[src/sv/bfsk_pkg.sv]
// Shared constants for the binary FSK tone generator.
package bfsk_pkg;

    // Default sizes
    localparam int PATTERN_BITS_DEF   = 48;
    localparam int TABLE_LEN_ZERO_DEF = 48;
    localparam int TABLE_LEN_ONE_DEF  = 45;
    localparam int SAMPLE_BITS_DEF    = 12;

    // Field widths
    localparam int PATTERN_W  = 48;
    localparam int PERIODS_W  = 6;
    localparam int POSITION_W = 6;
    localparam int INDEX_W    = 6;
    localparam int CFG_IDX_W  = 2;

    // Configuration register indexes
    localparam logic [CFG_IDX_W-1:0] CFG_BIT_PATTERN      = 2'd0;
    localparam logic [CFG_IDX_W-1:0] CFG_PERIODS_FOR_ZERO = 2'd1;
    localparam logic [CFG_IDX_W-1:0] CFG_PERIODS_FOR_ONE  = 2'd2;

    // Configuration reset values ("Hello", LSB first)
    localparam logic [PATTERN_W-1:0] RST_BIT_PATTERN      = 48'd478560413000;
    localparam logic [PERIODS_W-1:0] RST_PERIODS_FOR_ZERO = 6'd30;
    localparam logic [PERIODS_W-1:0] RST_PERIODS_FOR_ONE  = 6'd32;

    // Fixed-point sine constants, Q30
    localparam logic [63:0] Q30_ONE     = 64'd1 << 30;
    localparam logic [63:0] HALF_PI_Q30 = 64'd1686629713;
    localparam logic [63:0] SIN_D1      = 64'd156;
    localparam logic [63:0] SIN_D2      = 64'd110;
    localparam logic [63:0] SIN_D3      = 64'd72;
    localparam logic [63:0] SIN_D4      = 64'd42;
    localparam logic [63:0] SIN_D5      = 64'd20;
    localparam logic [63:0] SIN_D6      = 64'd6;

endpackage

[src/sv/bfsk_sine_rom.sv]
// Sine lookup table of LEN entries, contents built at elaboration.
module bfsk_sine_rom #(
    parameter int LEN         = bfsk_pkg::TABLE_LEN_ZERO_DEF,
    parameter int SAMPLE_BITS = bfsk_pkg::SAMPLE_BITS_DEF,
    parameter int IDX_BITS    = $clog2(LEN)
) (
    input  logic [IDX_BITS-1:0]    i_index,
    output logic [SAMPLE_BITS-1:0] o_sample
);

    localparam logic [63:0] N   = 64'(LEN);
    localparam logic [63:0] AMP = (64'd1 << SAMPLE_BITS) - 64'd1;

    logic [SAMPLE_BITS-1:0] rom [LEN];

    for (genvar i = 0; i < LEN; i++) begin : g_entry
        // Fold the angle into the first quadrant, remember the sign
        localparam logic [63:0] U0  = 64'(i) * 64'd4;
        localparam bit          NEG = (U0 > 2 * N);
        localparam logic [63:0] U1  = NEG ? (U0 - 2 * N) : U0;
        localparam logic [63:0] U2  = (U1 > N) ? (2 * N - U1) : U1;
        // Taylor series in Horner form
        localparam logic [63:0] X   = (bfsk_pkg::HALF_PI_Q30 * U2) / N;
        localparam logic [63:0] X2  = (X * X) >> 30;
        localparam logic [63:0] R1  = bfsk_pkg::Q30_ONE
                                      - (((X2 * bfsk_pkg::Q30_ONE) >> 30) / bfsk_pkg::SIN_D1);
        localparam logic [63:0] R2  = bfsk_pkg::Q30_ONE - (((X2 * R1) >> 30) / bfsk_pkg::SIN_D2);
        localparam logic [63:0] R3  = bfsk_pkg::Q30_ONE - (((X2 * R2) >> 30) / bfsk_pkg::SIN_D3);
        localparam logic [63:0] R4  = bfsk_pkg::Q30_ONE - (((X2 * R3) >> 30) / bfsk_pkg::SIN_D4);
        localparam logic [63:0] R5  = bfsk_pkg::Q30_ONE - (((X2 * R4) >> 30) / bfsk_pkg::SIN_D5);
        localparam logic [63:0] R6  = bfsk_pkg::Q30_ONE - (((X2 * R5) >> 30) / bfsk_pkg::SIN_D6);
        localparam logic [63:0] S0  = (X * R6) >> 30;
        localparam logic [63:0] S1  = (S0 > bfsk_pkg::Q30_ONE) ? bfsk_pkg::Q30_ONE : S0;
        localparam logic [63:0] S   = (U2 == 64'd0) ? 64'd0 :
                                      (U2 == N) ? bfsk_pkg::Q30_ONE : S1;
        localparam logic [63:0] ENTRY = NEG ? ((AMP * (bfsk_pkg::Q30_ONE - S)) >> 31)
                                            : ((AMP * (bfsk_pkg::Q30_ONE + S)) >> 31);
        assign rom[i] = ENTRY[SAMPLE_BITS-1:0];
    end

    assign o_sample = rom[i_index];

endmodule

[src/sv/binary_fsk_tone_generator.sv]
// Binary FSK tone generator top level: sequencing, configuration and result register.
//
// One word in, one word out. Each accepted word (tick) yields one sample from the
// active sine table (tone zero: TABLE_LEN_ZERO entries, tone one: TABLE_LEN_ONE
// entries), and the result appears in the output register on the cycle after
// acceptance. A word can be accepted every cycle while the output register is empty or
// is being emptied: the table read and the index, period and bit-position updates
// are combinational and the new state is registered on acceptance. The sine tables are
// constant logic built at elaboration. Tick low re-reads the current sample without
// advancing. After periods_for_zero or periods_for_one full table periods (0 acts as
// 1) the position steps circularly through the low PATTERN_BITS bits of bit_pattern,
// and the new bit selects the tone, which always restarts at table entry 0.
// Write configuration only while no words are in flight.
module binary_fsk_tone_generator #(
    parameter int PATTERN_BITS   = bfsk_pkg::PATTERN_BITS_DEF,
    parameter int TABLE_LEN_ZERO = bfsk_pkg::TABLE_LEN_ZERO_DEF,
    parameter int TABLE_LEN_ONE  = bfsk_pkg::TABLE_LEN_ONE_DEF,
    parameter int SAMPLE_BITS    = bfsk_pkg::SAMPLE_BITS_DEF
) (
    input  logic                                i_clk,
    input  logic                                i_rst_n,
    // configuration
    input  logic                                i_cfg_we,
    input  logic [bfsk_pkg::CFG_IDX_W-1:0]      i_cfg_index,
    input  logic [bfsk_pkg::PATTERN_W-1:0]      i_cfg_data,
    // input channel
    input  logic                                i_in_valid,
    output logic                                o_in_ready,
    input  logic                                i_tick,
    // output channel
    output logic                                o_out_valid,
    input  logic                                i_out_ready,
    output logic [SAMPLE_BITS-1:0]              o_sample,
    output logic                                o_tone,
    output logic [bfsk_pkg::POSITION_W-1:0]     o_pattern_position,
    output logic                                o_period_flag,
    output logic                                o_bit_done
);

    localparam int ZERO_IDX_BITS = $clog2(TABLE_LEN_ZERO);
    localparam int ONE_IDX_BITS  = $clog2(TABLE_LEN_ONE);
    localparam int IW            = bfsk_pkg::INDEX_W;
    localparam int PW            = bfsk_pkg::POSITION_W;
    localparam logic [IW:0]   LEN_ZERO  = (IW + 1)'(TABLE_LEN_ZERO);
    localparam logic [IW:0]   LEN_ONE   = (IW + 1)'(TABLE_LEN_ONE);
    localparam logic [PW-1:0] LAST_POS  = PW'(PATTERN_BITS - 1);

    // configuration registers
    logic [bfsk_pkg::PATTERN_W-1:0] r_bit_pattern;
    logic [bfsk_pkg::PERIODS_W-1:0] r_periods_zero;
    logic [bfsk_pkg::PERIODS_W-1:0] r_periods_one;

    always_ff @(posedge i_clk) begin
        if (!i_rst_n) begin
            r_bit_pattern  <= bfsk_pkg::RST_BIT_PATTERN;
            r_periods_zero <= bfsk_pkg::RST_PERIODS_FOR_ZERO;
            r_periods_one  <= bfsk_pkg::RST_PERIODS_FOR_ONE;
        end else if (i_cfg_we) begin
            case (i_cfg_index)
                bfsk_pkg::CFG_BIT_PATTERN:      r_bit_pattern  <= i_cfg_data;
                bfsk_pkg::CFG_PERIODS_FOR_ZERO: r_periods_zero <= i_cfg_data[bfsk_pkg::PERIODS_W-1:0];
                bfsk_pkg::CFG_PERIODS_FOR_ONE:  r_periods_one  <= i_cfg_data[bfsk_pkg::PERIODS_W-1:0];
                default: ;
            endcase
        end
    end

    // generator state
    logic [IW-1:0]                  r_sample_index, n_sample_index;
    logic [bfsk_pkg::PERIODS_W-1:0] r_period_count, n_period_count;
    logic [PW-1:0]                  r_bit_position, n_bit_position;
    logic                           r_active_tone, n_active_tone;
    logic                           r_toggle_level, n_toggle_level;

    // result register
    logic                           r_out_valid;
    logic [SAMPLE_BITS-1:0]         r_sample;
    logic                           r_tone;
    logic [PW-1:0]                  r_position;
    logic                           r_flag;
    logic                           r_done;

    logic                           accept;
    logic [IW:0]                    len;
    logic [IW-1:0]                  idx;
    logic [IW:0]                    next_index;
    logic [bfsk_pkg::PERIODS_W-1:0] need;
    logic [bfsk_pkg::PERIODS_W-1:0] count_inc;
    logic [PW-1:0]                  pos_inc;
    logic                           done;
    logic [SAMPLE_BITS-1:0]         sample_zero;
    logic [SAMPLE_BITS-1:0]         sample_one;

    assign o_in_ready = !r_out_valid || i_out_ready;
    assign accept     = i_in_valid && o_in_ready;

    assign len = r_active_tone ? LEN_ONE : LEN_ZERO;
    // out-of-range index reads entry 0
    assign idx = ({1'b0, r_sample_index} < len) ? r_sample_index : '0;

    bfsk_sine_rom #(
        .LEN         (TABLE_LEN_ZERO),
        .SAMPLE_BITS (SAMPLE_BITS),
        .IDX_BITS    (ZERO_IDX_BITS)
    ) u_rom_zero (
        .i_index  (idx[ZERO_IDX_BITS-1:0]),
        .o_sample (sample_zero)
    );

    bfsk_sine_rom #(
        .LEN         (TABLE_LEN_ONE),
        .SAMPLE_BITS (SAMPLE_BITS),
        .IDX_BITS    (ONE_IDX_BITS)
    ) u_rom_one (
        .i_index  (idx[ONE_IDX_BITS-1:0]),
        .o_sample (sample_one)
    );

    assign next_index = {1'b0, r_sample_index} + (IW + 1)'(1);
    assign need       = r_active_tone ? r_periods_one : r_periods_zero;
    assign count_inc  = r_period_count + bfsk_pkg::PERIODS_W'(1);
    assign pos_inc    = (r_bit_position >= LAST_POS) ? '0 : r_bit_position + PW'(1);

    always_comb begin
        n_sample_index = r_sample_index;
        n_period_count = r_period_count;
        n_bit_position = r_bit_position;
        n_active_tone  = r_active_tone;
        n_toggle_level = r_toggle_level;
        done           = 1'b0;
        if (i_tick) begin
            if (next_index >= len) begin
                // end of a table period
                n_sample_index = '0;
                n_toggle_level = !r_toggle_level;
                n_period_count = count_inc;
                if (count_inc >= need) begin
                    n_bit_position = pos_inc;
                    n_period_count = '0;
                    n_active_tone  = r_bit_pattern[pos_inc];
                    done           = 1'b1;
                end
            end else begin
                n_sample_index = next_index[IW-1:0];
            end
        end
    end

    always_ff @(posedge i_clk) begin
        if (!i_rst_n) begin
            r_sample_index <= '0;
            r_period_count <= '0;
            r_bit_position <= '0;
            r_active_tone  <= 1'b0;
            r_toggle_level <= 1'b0;
            r_out_valid    <= 1'b0;
        end else begin
            if (accept) begin
                r_sample_index <= n_sample_index;
                r_period_count <= n_period_count;
                r_bit_position <= n_bit_position;
                r_active_tone  <= n_active_tone;
                r_toggle_level <= n_toggle_level;
                r_out_valid    <= 1'b1;
            end else if (i_out_ready) begin
                r_out_valid    <= 1'b0;
            end
        end
    end

    // hold the result until taken
    always_ff @(posedge i_clk) begin
        if (accept) begin
            r_sample   <= r_active_tone ? sample_one : sample_zero;
            r_tone     <= r_active_tone;
            r_position <= r_bit_position;
            r_flag     <= n_toggle_level;
            r_done     <= done;
        end
    end

    assign o_out_valid        = r_out_valid;
    assign o_sample           = r_sample;
    assign o_tone             = r_tone;
    assign o_pattern_position = r_position;
    assign o_period_flag      = r_flag;
    assign o_bit_done         = r_done;

endmodule
[config.mk]
export PLATFORM = sky130hd
export DESIGN_NAME = binary_fsk_tone_generator
export DESIGN_NICKNAME = d
export VERILOG_FILES = /design/src/sv/bfsk_pkg.sv /design/src/sv/bfsk_sine_rom.sv /design/src/sv/binary_fsk_tone_generator.sv
export SDC_FILE = /design/constraint.sdc
export NUM_CORES = 1
export LEC_CHECK = 0
export BUFFER_PORTS_ARGS = -buffer_cell sky130_fd_sc_hd__clkbuf_2
export CAP_MARGIN = 10
export CORE_MARGIN = 3
export CORE_UTILIZATION = 40
export CTS_CLUSTER_SIZE = 20
export DETAILED_ROUTE_END_ITERATION = 12
export GPL_TIMING_DRIVEN = 0
export PLACE_DENSITY = 0.68
export SLEW_MARGIN = 20
export SYNTH_ARGS = -nofsm -noshare
export SYNTH_HDL_FRONTEND = slang
export SYNTH_SLANG_ARGS = --single-unit
export TNS_END_PERCENT = 20
[constraint.sdc]
create_clock -name i_clk -period 6.1 [get_ports i_clk]
set_input_delay 0.915 -clock i_clk [delete_from_list [all_inputs] [get_ports i_clk]]
set_output_delay 0.915 -clock i_clk [all_outputs]
set_load 0.05 [all_outputs]
==> results.md <==
- Worst Setup EP: o_sample[3]$_DFFE_PP_
- Minimum clock period: 5.04 ns
- Top cell type's share of synthesized area: 24.4%
- Max_slew headroom: 26.4%
- P_leak: 2.93 nW
- Yosys reg bits: 102
- Post-CTS sizing: 0
- Crit Path Class: flip-flop to flip-flop
- HP Start: r_bit_position[2]$_SDFFE_PN0P_
- Max_cap viols: 0
- Initial drt markers: around 1000
- Drt pass-1 iters: 6
- Synth cell types: 80
- Ys async rst share: 0%
- Gr usage total: 24.0%
- Die ar.: 18200 sq um
- Critical Path Max Stage Delay: 0.59 ns
- Routed wire length: 22000 um
- Nets: between 900 and 1000
- Tightest Pin Transition: 1.10 ns
- Syn. warnings: 0
- WL per Instance: 19.3 um
- Fin crit share: 82.6%
- Clk buf depth: 2
- Worst Reg2Reg Path Length in Cells: 16
- Port buffer count: 77
- Synth area leaders: dfxtp_1 24%, edfxtp_1 9.5%, nand2_1 8.9%
- Worst path depth: 16
- Critical Path End Type: flip-flop
- DP HPWL: 15900 um
- Die Wd: around 130 um
- Largest net degree at the start of global routing: 23
- Primary FF master, synth: dfxtp_1
- CP max FO: 10
- Antenna-violating nets left: 0
- Fmax: a little under 0.2 GHz
- Max Slew Vio Count: 0
- Worst Hold Class: flip-flop to flip-flop
- Vias/cell: 5.93
- Post CTS Setup Buffer Count: 0
- Final GP Congestion: around 1.0
- Routed via count: about 6700
- Crit-path cells: clkbuf_1 > inv_1 > ha_1 > o21a_1 > nor2_1 > nor3_2 > nor2_1 > inv_1 > ha_1 > clkbuf_1 > inv_1 > o21ai_0 > a221oi_1 > o21ai_0 > o221ai_1 > a21boi_1
- Crit-path slowest cell: nor3_2
- DR DRC count: 0
- Status: finished clean
- Initial antenna violation count: 0
- Skew-Pair Late Insertion Delay: 0.36 ns
- TritonCTS clock tree: built
- Cell Pwr Density: slightly below 200 nW/um^2
- Core Rows: 46
- Count leader, synth: nand2_1
- RSZ-0062 raised after global routing: no
- Fill count: 1595
- CP Launch Type: flip-flop
- Sink Count: 102
- Layout Utilization: 47.4%
- Final Hold Violating Endpoints: 0
- Synth Cell Area: 6650 sq um
- Critical path buffers and inverters: 5
- Worst Hold Depth: 0
- H-tree levels: 3
- Worst VDD drop: roughly 0.13 mV
- Setup TNS: 0 ns
- Core area: 16100 sq um
- Synth cell count leaders: 158 x nand2_1, 81 x dfxtp_1, 57 x clkbuf_1, 47 x nor2_1, 42 x nand3_1
- Clock Pin Slew Worst Setup and Hold Paths: about 0.08 ns
- Starting Density: 41.4%
- Overflow after GRT: 0
- Sequential area share after synthesis: 33.9%
- Critical path startpoint: r_active_tone$_SDFFE_PN0P_
- Cell mode on critical path: inv_1
- Die H: 135 um
- Worst R2R Setup Slack: 1.06 ns
- First-pass GRT wire length: 34800 um
- CTS Buf Count: 9
- Hold_buf cts: 0
- Area delta synth->final: 14.3%
- Ports: 79
- Antenna Cells: 0
- Synthesized area per cell: 8.02 sq um
- Clock root cell: clkbuf_16
- FF-to-FF End: o_sample[3]$_DFFE_PP_
- CP delay by family, top: buffers and inverters
- Vias in the first global route: 6496
- Post-Syn Nets: around 910
- Fraction of layout cells with a size suffix above 1: 13.3%
- Worst R2R Start: r_active_tone$_SDFFE_PN0P_
- Clock Skews: 0.00979 ns
- CP required: 6.18 ns
- Post-synth EDFFs: 21
- Post-Syn Instances: 829
- Cell accounting for the most synthesized area: dfxtp_1
- Arrival @ worst endpoint: slightly above 5 ns
- Final setup fails: 0
==> through the flow <==
stage / instances / cell area (sq um) / power, mW / hold slack (ns) / worst slack [ns]
global route: 1138 / 7600 / 1.56 / 0.484 / 0.716
floorplan: 829 / 6650 / 0.858 / 0.409 / 2.60
finish: 1138 / 7600 / 1.50 / 0.446 / 1.06
detailed placement: 1122 / 7310 / 0.923 / 0.440 / 1.32
CTS: 1138 / 7600 / 1.50 / 0.458 / 1.31
global placement: 1122 / 7310 / 0.923 / 0.423 / 1.11
==> kinds of logic (layout without fill, tap and decap cells) <==
family / after synthesis / after routing / synth area share, %
compound gates: 233 / 233 / 24.8
mux: 46 / 46 / 7.54
xor+xnor: 13 / 13 / 1.82
simple gates: 320 / 320 / 21.9
fa+ha+maj: 24 / 24 / 4.51
buf+inv: 91 / 184 / 5.57
flops: 102 / 102 / 33.9
==> per-layer routing <==
metal | vias up | track usage, % | part of all wire, % | routed length, um
met5 | - | 0 | 0 | 0
met4 | 0 | 11.9 | 4.7 | 1020
met3 | 97 | 4.84 | 9.2 | 2020
met2 | 430 | 35.0 | 42 | 9200
met1 | 3055 | 33.8 | 44 | 9740
li1 | 3163 | - | - | -
==> worst min-delay path by stage <==
| stage | slack (ns) | to |
|---|---|---|
| 2_1_floorplan | 0.41 | o_pattern_position[2]$_DFFE_PP_ |
| 3_3_place_gp | 0.42 | o_pattern_position[2]$_DFFE_PP_ |
| 3_5_place_dp | 0.44 | o_pattern_position[2]$_DFFE_PP_ |
| 4_1_cts | 0.46 | o_pattern_position[2]$_DFFE_PP_ |
| 5_1_grt | 0.48 | o_pattern_position[2]$_DFFE_PP_ |
| 6_report | 0.45 | o_pattern_position[2]$_DFFE_PP_ |
==> final cells by class <==
cell class / count / area, sq um / share of cell area, %
Multi-Input combinational cell: 636 / 4030 / 53.0
Sequential cell: 102 / 2250 / 29.6
Timing Repair Buffer: 77 / 385 / 5.07
Buffer: 71 / 295 / 3.88
Tap cell: 216 / 270 / 3.55
Clock buffer: 9 / 225 / 2.96
Inverter: 20 / 75.1 / 0.987
Clock inverter: 7 / 71.3 / 0.938
==> state kept, by name (all words and copies together), names as in the netlist, 6 cells and up <==
| register | count |
|---|---|
| r_period_count | 6 |
| o_sample | 12 |
| r_sample_index | 6 |
| r_periods_one | 6 |
| r_bit_position | 6 |
| r_periods_zero | 6 |
| o_pattern_position | 6 |
| r_bit_pattern | 48 |
==> report_power, final <==
group	internal, mW	total (mW)	leakage [nW]	switching (mW)
logic	0.0656	0.189	1.94	0.124
clock network	0.292	0.584	0.148	0.293
registers	0.712	0.723	0.848	0.0107
total	1.07	1.50	2.93	0.427
==> layout by cell type, fill, tap and decap left out, drive strengths merged, types with 21 or more instances in the layout <==
cell,count
mux2i,40
o21ai,45
nand2,158
inv,24
nor2,47
a21oi,39
dfxtp,81
edfxtp,21
clkbuf,143
ha,24
a21boi,41
nand3,42
No activity file was read; power rests on OpenSTA's default activity.
